### src/sv/page_frame_allocator_defines.svh
// Assertion macros shared by the page-frame allocator RTL.
`ifndef PAGE_FRAME_ALLOCATOR_DEFINES_SVH
`define PAGE_FRAME_ALLOCATOR_DEFINES_SVH

`ifndef ASSERT_OFF
`define PFA_ASSERT_PROP(lbl, prop, msg) \
    lbl: assert property (@(posedge i_clk) disable iff (!i_rst_n) prop) else $error(msg);
`define PFA_ASSERT_NEVER(lbl, cond, msg) \
    lbl: assert property (@(posedge i_clk) disable iff (!i_rst_n) !(cond)) else $error(msg);
`else
`define PFA_ASSERT_PROP(lbl, prop, msg)
`define PFA_ASSERT_NEVER(lbl, cond, msg)
`endif

`endif

### src/sv/pfa_pkg.sv
// Shared types, constants and codes of the page-frame allocator.
package pfa_pkg;

    localparam int NUM_PAGES = 32768;
    localparam int REF_WIDTH = 16;

    localparam int PAGE_W = $clog2(NUM_PAGES);
    localparam int LINK_W = $clog2(NUM_PAGES + 1);
    localparam int CFG_W  = 16;
    localparam int CNT_W  = (PAGE_W + 1 > CFG_W) ? PAGE_W + 1 : CFG_W;
    localparam int REQ_W  = 3;
    localparam int PNUM_W = 15;
    localparam int STAT_W = 3;
    localparam int REFO_W = 16;
    localparam int CIDX_W = 3;

    typedef logic [PAGE_W-1:0]    t_page;
    typedef logic [LINK_W-1:0]    t_link;
    typedef logic [REF_WIDTH-1:0] t_ref;
    typedef logic [CNT_W-1:0]     t_cnt;
    typedef logic [CFG_W-1:0]     t_cfg;
    typedef logic [PNUM_W-1:0]    t_pnum;
    typedef logic [REFO_W-1:0]    t_refo;
    typedef logic [REQ_W-1:0]     t_req;
    typedef logic [STAT_W-1:0]    t_status;
    typedef logic [CIDX_W-1:0]    t_cfg_idx;

    localparam t_link LINK_NONE  = t_link'(NUM_PAGES);
    localparam t_ref  REF_MAX    = '1;
    localparam t_cnt  CNT_PAGES  = t_cnt'(NUM_PAGES);

    localparam t_req REQ_ALLOC  = 3'd0;
    localparam t_req REQ_FREE   = 3'd1;
    localparam t_req REQ_INCREF = 3'd2;
    localparam t_req REQ_DECREF = 3'd3;
    localparam t_req REQ_INIT   = 3'd4;

    localparam t_status STAT_OK          = 3'd0;
    localparam t_status STAT_NONE_FREE   = 3'd1;
    localparam t_status STAT_REF_NONZERO = 3'd2;
    localparam t_status STAT_LISTED      = 3'd3;
    localparam t_status STAT_UNDERFLOW   = 3'd4;
    localparam t_status STAT_FREED       = 3'd5;
    localparam t_status STAT_SATURATED   = 3'd6;

    localparam t_cfg_idx CFG_BASE_PAGES     = 3'd0;
    localparam t_cfg_idx CFG_IO_HOLE_START  = 3'd1;
    localparam t_cfg_idx CFG_EXT_START      = 3'd2;
    localparam t_cfg_idx CFG_FIRST_FREE_EXT = 3'd3;
    localparam t_cfg_idx CFG_TOTAL_PAGES    = 3'd4;

    localparam t_cfg RST_BASE_PAGES     = 16'd160;
    localparam t_cfg RST_IO_HOLE_START  = 16'd160;
    localparam t_cfg RST_EXT_START      = 16'd256;
    localparam t_cfg RST_FIRST_FREE_EXT = 16'd256;
    localparam t_cfg RST_TOTAL_PAGES    = 16'd32768;

    typedef enum logic [2:0] {
        ST_CLEAR,
        ST_IDLE,
        ST_EXEC,
        ST_BASE,
        ST_HOLE,
        ST_EXT
    } t_state;

    typedef enum logic [2:0] {
        WALK_NONE,
        WALK_CLEAR,
        WALK_BASE,
        WALK_HOLE,
        WALK_EXT
    } t_walk;

    typedef enum logic [1:0] {
        CNT_ZERO,
        CNT_ONE,
        CNT_HOLE,
        CNT_EXT
    } t_cnt_sel;

    typedef struct packed {
        logic     accept;
        logic     exec;
        logic     head_clear;
        logic     cnt_load;
        t_cnt_sel cnt_sel;
        t_walk    walk;
        logic     init_ref0;
        logic     init_done;
    } t_dp_cmd;

    typedef struct packed {
        logic walk_end;
    } t_dp_stat;

    typedef struct packed {
        t_req  req_type;
        t_pnum page_num;
        logic  zero_fill;
    } t_in_item;

    typedef struct packed {
        t_status status;
        t_pnum   out_page;
        t_refo   ref_after;
        logic    clear_page;
    } t_out_item;

endpackage

### src/sv/pfa_ctrl.sv
// Control state machine of the page-frame allocator: request sequencing and init walks.
module pfa_ctrl (
    input  logic              i_clk,
    input  logic              i_rst_n,
    input  logic              i_start,
    input  pfa_pkg::t_req     i_req_type,
    input  pfa_pkg::t_dp_stat i_stat,
    output logic              o_busy,
    output pfa_pkg::t_dp_cmd  o_cmd
);

    pfa_pkg::t_state r_state, n_state;
    logic            r_init, n_init;

    always_ff @(posedge i_clk) begin
        if (!i_rst_n) begin
            r_state <= pfa_pkg::ST_CLEAR;
            r_init  <= 1'b0;
        end else begin
            r_state <= n_state;
            r_init  <= n_init;
        end
    end

    always_comb begin
        n_state       = r_state;
        n_init        = r_init;
        o_cmd         = '0;
        o_cmd.walk    = pfa_pkg::WALK_NONE;
        o_cmd.cnt_sel = pfa_pkg::CNT_ZERO;
        unique case (r_state)
            pfa_pkg::ST_CLEAR: begin
                // The same pass serves reset and init; only init marks page 0 reserved.
                o_cmd.walk      = pfa_pkg::WALK_CLEAR;
                o_cmd.init_ref0 = r_init;
                if (i_stat.walk_end) begin
                    if (r_init) begin
                        o_cmd.cnt_load = 1'b1;
                        o_cmd.cnt_sel  = pfa_pkg::CNT_ONE;
                        n_state        = pfa_pkg::ST_BASE;
                    end else begin
                        n_state = pfa_pkg::ST_IDLE;
                    end
                end
            end
            pfa_pkg::ST_IDLE: begin
                if (i_start) begin
                    if (i_req_type == pfa_pkg::REQ_INIT) begin
                        o_cmd.head_clear = 1'b1;
                        o_cmd.cnt_load   = 1'b1;
                        o_cmd.cnt_sel    = pfa_pkg::CNT_ZERO;
                        n_init           = 1'b1;
                        n_state          = pfa_pkg::ST_CLEAR;
                    end else begin
                        o_cmd.accept = 1'b1;
                        n_state      = pfa_pkg::ST_EXEC;
                    end
                end
            end
            pfa_pkg::ST_EXEC: begin
                o_cmd.exec = 1'b1;
                n_state    = pfa_pkg::ST_IDLE;
            end
            pfa_pkg::ST_BASE: begin
                o_cmd.walk = pfa_pkg::WALK_BASE;
                if (i_stat.walk_end) begin
                    o_cmd.cnt_load = 1'b1;
                    o_cmd.cnt_sel  = pfa_pkg::CNT_HOLE;
                    n_state        = pfa_pkg::ST_HOLE;
                end
            end
            pfa_pkg::ST_HOLE: begin
                o_cmd.walk = pfa_pkg::WALK_HOLE;
                if (i_stat.walk_end) begin
                    o_cmd.cnt_load = 1'b1;
                    o_cmd.cnt_sel  = pfa_pkg::CNT_EXT;
                    n_state        = pfa_pkg::ST_EXT;
                end
            end
            pfa_pkg::ST_EXT: begin
                o_cmd.walk = pfa_pkg::WALK_EXT;
                if (i_stat.walk_end) begin
                    o_cmd.init_done = 1'b1;
                    n_state         = pfa_pkg::ST_IDLE;
                end
            end
            default: begin
                n_state = pfa_pkg::ST_IDLE;
            end
        endcase
    end

    assign o_busy = (r_state != pfa_pkg::ST_IDLE);

endmodule

### config.mk
export PLATFORM = sky130hd
export DESIGN_NAME = pfa_ctrl
export DESIGN_NICKNAME = d
export VERILOG_FILES = /design/src/sv/page_frame_allocator_defines.svh /design/src/sv/pfa_pkg.sv /design/src/sv/pfa_ctrl.sv
export SDC_FILE = /design/constraint.sdc
export NUM_CORES = 1
export LEC_CHECK = 0
export BUFFER_PORTS_ARGS = -buffer_cell sky130_fd_sc_hd__buf_2
export CORE_AREA = 2 2 39 41
export DETAILED_ROUTE_END_ITERATION = 12
export DIE_AREA = 0 0 41 43
export SLEW_MARGIN = 30
export SYNTH_ARGS = -nofsm -noshare
export SYNTH_HDL_FRONTEND = slang
export SYNTH_SLANG_ARGS = --single-unit
### constraint.sdc
create_clock -name i_clk -period 3 [get_ports i_clk]
set_input_delay 0.45 -clock i_clk [delete_from_list [all_inputs] [get_ports i_clk]]
set_output_delay 0.45 -clock i_clk [all_outputs]
set_load 0.05 [all_outputs]
**Yosys cells after proc, flatten, opt, wreduce, memory -nomap -nowiden**

Index checks and enable logic that the tools add are counted.

- Input port bits: 7
- Register bits after elaboration: 4
- Output and inout bits: 12

- Reductions and logical operators: 3
- Mux-type cells: 24
- Equal/unequal tests: 12

Operator list:

| kind | number |
|---|---|
| 2-to-1 mux 3 bit | 9 |
| one-hot mux 3 bit (4 select lines) | 2 |
| one-hot mux 3 bit (5 select lines) | 1 |
| != test 2 bit (second input constant) | 5 |
| equality test 3 bit (second input constant) | 3 |
| 2-to-1 mux 1 bit | 8 |
| 2-to-1 mux 4 bit | 2 |
| equality test 3 x 2 -> 1 bit (second input constant) | 2 |
| AND reduction 5 bit | 1 |
| 2-to-1 mux 2 bit | 2 |
| equality test 3 x 1 -> 1 bit (second input constant) | 1 |
| zero test 3 bit | 1 |
| != test 3 x 1 -> 1 bit (second input constant) | 1 |
| AND reduction 3 bit | 1 |

**Depth between registers and ports, before layout**

Gate-level depths: netlist (run 1).

- Word-level depth: 4
- Gate-level depth with buffers: 4
- Gate-level depth less buffers: 3

**Worst setup path after synthesis (run 1)**

No wires, ideal clock.

- Kind: register to output
- From: register r_state[0]
- To: output port o_cmd[6] in the netlist's numbering
- Setup slack: 0.304 ns
- Data arrival time: 2.246 ns
- Stages on the path, launching flop included: 5
- Required time: 2.550 ns
- Path through: dfxtp_1 -> buf_4 -> nor2_1 -> a22o_1 -> and2_1

RTL lines:

| what | RTL line | source |
|---|---|---|
| start, declared | pfa_ctrl.sv:12 | `pfa_pkg::t_state r_state, n_state;` |
| start signal, assigned | pfa_ctrl.sv:17 | `r_state <= pfa_pkg::ST_CLEAR;` |
| start signal, assigned | pfa_ctrl.sv:20 | `r_state <= n_state;` |
| end, declared | pfa_ctrl.sv:9 | `output pfa_pkg::t_dp_cmd o_cmd` |

==> flow_summary.toml, run 1 <==
[status]
status = "finished clean"

[floorplan]
die_area_um2 = 1763
dieHeight_um = 43
rows = 14
die_w_um = 41
pin_count = 19
coreArea_um2 = 1384
start_util = 0.2631

[drt]
ant_nets = 0
vias = 346
wl_um = 813
drt-initial-drc-count = 0
drcViolationCount = 0
viasPerCell = 4.740
drtPass1Iterations = 1
wl_per_cell_um = 11.14

[synthesis]
synthArstFlopShare = 0
ys_types = 28
yosysWarnings = 0
syn_nets = 46
syn_inst = 39
yosys-top-cells-count = "dfxtp_1, nor2_1, a21oi_1"
synth-compound-area-share = 0.2165
synth_enable_flop_cells = 0
synth_top_family_by_area = "simple AND/OR/NAND/NOR gates"
syn_area_um2 = 364.1
synth_xor_area_frac = 0
synthSimpleGateAreaFrac = 0.4880
synthTopCellsByArea = "dfxtp_1, nand4bb_4, nor4b_4"
synth_largest_area_cell = "dfxtp_1"
synthMuxAreaShare = 0
synth_top_area_share = 0.2199
synth_adder_area_share = 0
yosysSeqAreaShare = 0.2199
avgSynthCellArea_um2 = 9.336
ys.flop_type = "dfxtp_1"
ys_seq_elements = 4

[placed_design]
port-buffer-count = 18
place_ws_ps = 1088
dp_hpwl_um = 622
postPlaceCellArea_um2 = 450.4
post-place-cells = 70
finalWeightedCongestion = 0.6583

[critical_path]
cp-end-kind = "primary output"
crit_buf_inv = 1
arrival_ps = 1700
crit_chain = "nand4bb_4 > nor4b_2 > a21o_1 > buf_2"
startpoint = "r_state[1]"
cp.depth = 4
reg2reg_from = "r_state[1]"
critPathRequiredTime_ps = 2550
crit_path_end = "o_cmd[7]"
rrSetupSlack_ps = 1560
r2r-end = "r_state[1]"
cp-start-kind = "register"
worstSetupPathType = "reg2out"
cp_top_family = "simple AND/OR/NAND/NOR gates"
slowest_delay_ps = 450
reg2reg_depth = 3
cp_slowest_cell = "dfxtp_1"
cp_max_fo = 16

[grt]
first_global_vias = 332
antenna_found_initial = 0
grt_pass1_wl_mm = 1.331
overflow = 0
grt_use_total = 0.1116
grt_max_degree = 17

[sta]
maxSlewViolCount = 0
rsz0062_at_grt = "false"
tightest_slew_ps = 496.3
final-setup-viol-count = 0
fmax_mhz = 465.1
finalCritPeriodShare = 0.7168
holdWs_ps = 491.1
relSlewSlack = 0.6687
setup-tns-final_ps = 0
period_needed_ps = 2150
skew_ps = 2.218
setup_ws_ps = 849.7
finalHoldViolCount = 0

[layout]
drive_above_1_share = 0.4561
layout-area-overhead-vs-synth_pct = 29.90
final_area_um2 = 473.0
layout.cells.non_filler = 73
diodes = 0
nFillCells = 149
final_nets = 66

[cts]
hold_buffers = 0
cts_tree = "yes"
root_buffer = "clkbuf_4"
htree_num_levels = 1
cts_made_buffers = 3
clk_latency_ps = 230
cts_resized = 0
cts.clk_slew.worst_paths_ps = 30
cts.path.max_buffers = 2
post_cts_buffers = 0
cts.sinks = 4

[min_path]
hp-start = "i_rst_n"
hp-class = "in2reg"

[power_and_ir_drop]
p_leak_nw = 0.2258
p_per_area_nw_per_um2 = 400.5
ir_drop_uv = 158.1

[job]
maxCapViolations = 0
-- per-stage QoR --
| stage | utilization | power, W |
|---|---|---|
| after floorplan | - | 0.0001117 |
| final | 0.3418 | 0.0001894 |
| after CTS | 0.3418 | 0.0001948 |
| after detailed placement | 0.3255 | 0.0001263 |
| after global placement | 0.3255 | 0.0001264 |
| after global routing | 0.3418 | 0.0002026 |
-- cells by family (layout without fill, tap and decap cells) --
group | after synthesis | count (layout)
compound gates | 10 | 10
simple gates | 21 | 21
flops | 4 | 4
buf+inv | 4 | 22
-- report_power, final --
| part | internal (W) | switching [W] | total, W |
|---|---|---|---|
| logic | 0.0000196 | 0.0000416 | 0.0000612 |
| clock network | 0.0000446 | 0.0000196 | 0.0000641 |
| registers | 0.0000561 | 0.00000798 | 0.0000641 |
| total | 0.000120 | 0.0000691 | 0.000189 |
-- metal layers --
| layer | GRT usage | vias to the layer above | share of wire |
|---|---|---|---|
| li1 | - | 184 | - |
| met1 | 0.1387 | 152 | 0.44 |
| met2 | 0.1656 | 10 | 0.48 |
| met3 | 0.01571 | 0 | 0.071 |
| met4 | 0.08000 | 0 | 0 |
| met5 | 0 | - | 0 |
-- worst min path at each step --
stage / endpoint / slack, ps / cells after the start
after floorplan: r_init / 460 / 1
after global placement: r_init / 520 / 1
after detailed placement: r_init / 500 / 1
after CTS: r_init / 480 / 2
after global routing: r_init / 490 / 2
final: r_init / 490 / 2
-- worst register-to-register path: cells and delay by family (launching register included) --
family / cells / cell delay, ps
simple gates: 1 / 580
flops: 1 / 450
compound gates: 2 / 280
-- layout make-up --
type | instances | area [um^2] | area share
Tap cell | 16 | 20.02 | 0.04233
Sequential cell | 4 | 80.08 | 0.1693
Multi-Input combinational cell | 31 | 256.5 | 0.5423
Inverter | 1 | 3.754 | 0.007937
Clock buffer | 3 | 22.52 | 0.04762
Timing Repair Buffer | 18 | 90.09 | 0.1905
-- registers in the layout, indices dropped and copies added, names as in the netlist --
signal   cells
r_state      3
r_init       1
-- cell usage in the layout, fill, tap and decap left out, types with 2 or more instances in the layout --
cell      Yosys  final
nand2_1       2      2
a21oi_1       3      3
nor3b_1       2      2
dfxtp_1       4      4
buf_2         1     18
nor2_1        4      4
a22o_1        2      2
clkbuf_4      0      3
Power figures use the tool's default switching activity.
==> run 2: changes to the inputs <==
Clock period 3 ns to 1.9 ns, I/O delays scaled along.
==> run 2 against run 1 <==
Sequential power up 58%. First-iteration DRC count up 2. Power up 66%. Utilization up 4.1 points. Register-to-register slack worse by 1000 ps. Non-clock buffer count up 2. Flip-flop and latch count unchanged. Critical path depth unchanged. Setup slack worse by 780 ps. Clock skew down 1.3 ps. Critical path type unchanged. Critical endpoint unchanged.
==> flow_summary.toml, run 2 (synthesized netlist as in run 1, its figures left out) <==
[critical_path]
reg2reg_from = "r_state[1]"
cp_max_fo = 7
reg2reg_depth = 4
worstSetupPathType = "reg2out"
cp-end-kind = "primary output"
arrival_ps = 1550
r2r-end = "r_state[1]"
cp-start-kind = "register"
critPathRequiredTime_ps = 1620
rrSetupSlack_ps = 540

[grt]
grt_pass1_wl_mm = 1.614
overflow = 0
first_global_vias = 353
antenna_found_initial = 0
grt_use_total = 0.1381
grt_max_degree = 11

[floorplan]
coreArea_um2 = 1384
pin_count = 19
start_util = 0.2631
die_area_um2 = 1763
dieHeight_um = 43
die_w_um = 41
rows = 14

[min_path]
hp-start = "i_rst_n"
holdPathEnd = "r_init"
min_path_cells = 2
hp-class = "in2reg"

[layout]
layout.cells.non_filler = 75
layout-area-overhead-vs-synth_pct = 45.36
diodes = 0
final_area_um2 = 529.3
largest_reg_flops = 3
final_nets = 68
reg_top3 = "r_state (3), r_init (1)"
final_cell_mix = "buf_2, clkbuf_4, nor2_1, a21oi_1, buf_4"
drive_above_1_share = 0.6102
fin_util = 0.3825
final_common_cell = "buf_2"
regMostFlops = "r_state"

[drt]
drtPass1Iterations = 4
drcViolationCount = 0
viasPerCell = 4.893
drt-initial-drc-count = 2
wl_met1_um = 415
ant_nets = 0
wl_met3_um = 76
vias = 367
top_layer = "met3"
wl_per_cell_um = 12.96
met2WireLength_um = 479
wl_um = 972

[job]
maxCapViolations = 0

[status]
status = "finished clean"

[sta]
period_needed_ps = 1830
skew_ps = 0.8778
finalHoldViolCount = 0
rsz0062_at_grt = "false"
relSlewSlack = 0.8054
tightest_slew_ps = 290.7
final-setup-viol-count = 0
fmax_mhz = 546.4
maxSlewViolCount = 0
finalCritPeriodShare = 0.9632

[cts]
htree_num_levels = 1
root_buffer = "clkbuf_4"
cts_tree = "yes"
cts.clk_slew.worst_paths_ps = 40
hold_buffers = 0
cts.sinks = 4
cts_made_buffers = 3
cts.path.max_buffers = 2
clk_latency_ps = 230

[power_and_ir_drop]
p_per_area_nw_per_um2 = 595.6
ir_drop_uv = 240.9
p_leak_nw = 0.2456

[placed_design]
port-buffer-count = 18
finalWeightedCongestion = 0.6758
postPlaceCellArea_um2 = 495.5
dp_hpwl_um = 778.5
post-place-cells = 72
-- run 2: cell count changes in the layout (fill, tap and decap cells not counted), moves of 2 or more --
cell / delta
buf_2: -2
nor3b_2: +2
buf_4: +3
nor3b_1: -2
dfxtp_2: +2
dfxtp_1: -3
-- run 2: routing by layer --
layer	up-vias	global-route usage
li1	186	-
met1	165	0.1759
met2	16	0.2031
met3	0	0.03141
met4	0	0.08000
met5	-	0
-- run 2: through the flow --
| step | setup TNS [ps] | power, W | setup WS, ps | hold WS (ps) |
|---|---|---|---|---|
| floorplan | -197.2 | 0.0001812 | -197.2 | 402.8 |
| global placement | 0 | 0.0002082 | 185.0 | 483.5 |
| detailed placement | 0 | 0.0002093 | 170.9 | 499.0 |
| CTS | 0 | 0.0003199 | 10.38 | 297.3 |
| global route | 0 | 0.0003331 | 1.282 | 307.2 |
| finish | 0 | 0.0003152 | 69.90 | 301.8 |
-- run 2: what timing repair did --
item / 4_1_cts / 5_1_grt
gates resized for setup: 2 / 5
pin swaps: 0 / 1
gates cloned: 0 / 0
setup buffers: 0 / 0
endpoints found under the setup margin: 3 / 2
-- run 2: worst max path at each step --
| stage | start | end | slack, ps | cells past startpoint |
|---|---|---|---|---|
| CTS | r_state[1] | o_cmd[7] | 10 | 4 |
| finish | r_state[2] | o_cmd[7] | 70 | 4 |
| global route | r_state[2] | o_cmd[8] | 1 | 3 |
| floorplan | r_state[0] | o_cmd[6] | -200 | 4 |
| detailed placement | r_state[0] | o_cmd[7] | 170 | 4 |
| global placement | r_state[0] | o_cmd[7] | 180 | 4 |
-- run 2: report_power, final --
| part | total [W] | internal [W] | switching, W |
|---|---|---|---|
| Sequential | 0.000101 | 0.0000892 | 0.0000118 |
| Clock | 0.000106 | 0.0000707 | 0.0000354 |
| Combinational | 0.000108 | 0.0000359 | 0.0000722 |
| Total | 0.000315 | 0.000196 | 0.000119 |
-- run 2: area by class of cell --
type | instances | area (um^2)
sequential | 4 | 86.33
fill | 138 | 854.6
timing repair buffer | 20 | 110.1
tap | 16 | 20.02
inverter | 1 | 3.754
multi-input combinational | 31 | 286.5
clock buffer | 3 | 22.52
-- run 2: worst max-delay path, cell delays in order (launching register included) --
cell,delay [ps]
dfxtp_2,390
and2b_2,290
a22o_1,250
a21o_4,200
buf_4,180
==> run 3: changes to the inputs <==
Settings changed: PLACE_DENSITY set to 0.64.
==> run 3 against run 2 <==
Wire length decreased by 9.6%. Power fell by 2.1%. Die area is the same. Critical path type unchanged. Worst hold slack better by 2.3 ps. Sequential share of layout area shrank 0.24 points. Non-clock buffer count stayed put. Final area stayed put. First-iteration DRC count unchanged. Utilization unchanged. Clock-buffer cell count unchanged. Via count is 1.9% higher. Critical path depth decreased by 1.
==> flow_summary.toml, run 3 (synthesized netlist as in run 1, its figures left out) <==
[grt]
use_met3 = 0.01571
grt_use_total = 0.1172
busiest_layer = "met1"
antenna_found_initial = 0
first_global_vias = 342
met2_usage = 0.1500
grt_max_degree = 10
overflow = 0
met1_usage = 0.1629
grt_pass1_wl_mm = 1.400

[drt]
drcViolationCount = 0
wl_um = 879
vias = 374
viasPerCell = 4.987
wl_per_cell_um = 11.72
drt-initial-drc-count = 2
ant_nets = 0
drtPass1Iterations = 2

[layout]
largest_reg_flops = 3
diodes = 0
seq_area_um2 = 85.08
nFillCells = 160
multi_input_area_um2 = 286.5
drive_above_1_share = 0.5932
final_common_cell = "buf_2"
final_nets = 68
layout.cells.non_filler = 75
layout-area-overhead-vs-synth_pct = 45.36
reg_top3 = "r_state (3), r_init (1)"
fin_util = 0.3825
regMostFlops = "r_state"
final_cell_mix = "buf_2, nor2_1, a21oi_1, clkbuf_4"

[cts]
htree_num_levels = 1
cts.path.max_buffers = 2
hold_buffers = 0
root_buffer = "clkbuf_4"
cts.sinks = 4
clk_latency_ps = 230
cts_made_buffers = 3
cts.clk_slew.worst_paths_ps = 30
cts_tree = "yes"

[power_and_ir_drop]
p_per_area_nw_per_um2 = 583.2
p_leak_nw = 0.2491
power_switching_share = 0.3698
ir_drop_uv = 243.8
clkPwrFrac = 0.332
switchingPower_w = 0.0001141
pwr-share-comb = 0.346
share_seq_of_total_power = 0.322
p_int_w = 0.0001945

[critical_path]
cp-end-kind = "primary output"
reg2reg_depth = 3
cp_max_fo = 8
arrival_ps = 1550
cp-start-kind = "register"
slowest_delay_ps = 400
critPathRequiredTime_ps = 1620
crit_chain = "nand4bb_4 > nor4b_4 > buf_2"
worstSetupPathType = "reg2out"
cp_slowest_cell = "dfxtp_1"

[sta]
finalHoldViolCount = 0
fmax_mhz = 545.0
period_needed_ps = 1835
finalCritPeriodShare = 0.9657
tightest_slew_ps = 344.1
maxSlewViolCount = 0
final-setup-viol-count = 0
relSlewSlack = 0.7703
skew_ps = 2.763

[floorplan]
pin_count = 19
start_util = 0.2631
dieHeight_um = 43
rows = 14
coreArea_um2 = 1384
die_w_um = 41
die_area_um2 = 1763

[min_path]
min_path_cells = 2
hp-class = "in2reg"

[placed_design]
dp_hpwl_um = 689.8
port-buffer-count = 18
finalWeightedCongestion = 0.6570
post-place-cells = 72

[job]
maxCapViolations = 0

[status]
status = "finished clean"
## run 3: layout make-up
cell class / instances / area share
tap: 16 / 0.03783
inverter: 1 / 0.007092
sequential: 4 / 0.1608
timing repair buffer: 20 / 0.2104
clock buffer: 3 / 0.04255
multi-input combinational: 31 / 0.5414
## run 3: per-layer routing
| metal | part of all wire | up-vias |
|---|---|---|
| met4 | 0 | 0 |
| li1 | - | 189 |
| met5 | 0 | - |
| met3 | 0.072 | 0 |
| met1 | 0.45 | 173 |
| met2 | 0.48 | 12 |
## run 3: timing repair
item / in CTS / in global routing
setup buffers: 0 / 0
endpoints found under the setup margin: 3 / 1
hold endpoints to repair: 0 / 0
resized for setup: 2 / 5
## run 3: power by group through the flow
stage | logic, W | clock network, W | registers (W)
CTS | 0.000107 | 0.000111 | 0.000100
global route | 0.000117 | 0.000112 | 0.000101
floorplan | 0.0000884 | 0 | 0.0000928
finish | 0.000107 | 0.000103 | 0.0000993
detailed placement | 0.000107 | 0 | 0.000101
global placement | 0.000106 | 0 | 0.000101
## run 3: worst paths after layout
path,startpoint,to,slack (ps)
worst min-delay path,i_rst_n,r_init,300
worst max register to register,r_state[1],r_state[1],550
worst max-delay path,r_state[1],o_cmd[8],70
worst min register to register,r_init,r_init,500
## run 3: worst max-delay path, delay by kind of cell, from the launching register on
kind	cells	cell delay, ps
buf+inv	1	330
flops	1	400
simple gates	2	600
## run 3: stage by stage
stage | setup WS (ps) | hold slack (ps) | TNS (ps) | cell area, um^2 | power [W]
after floorplan | -197.2 | 402.8 | -197.2 | 394.1 | 0.0001812
after global placement | 180.0 | 482.3 | 0 | 495.5 | 0.0002069
after detailed placement | 180.1 | 485.1 | 0 | 495.5 | 0.0002078
after CTS | 7.297 | 294.8 | 0 | 520.5 | 0.0003181
after global routing | -2.206 | 302.8 | -2.206 | 529.3 | 0.0003294
final | 65.26 | 304.1 | 0 | 529.3 | 0.0003087
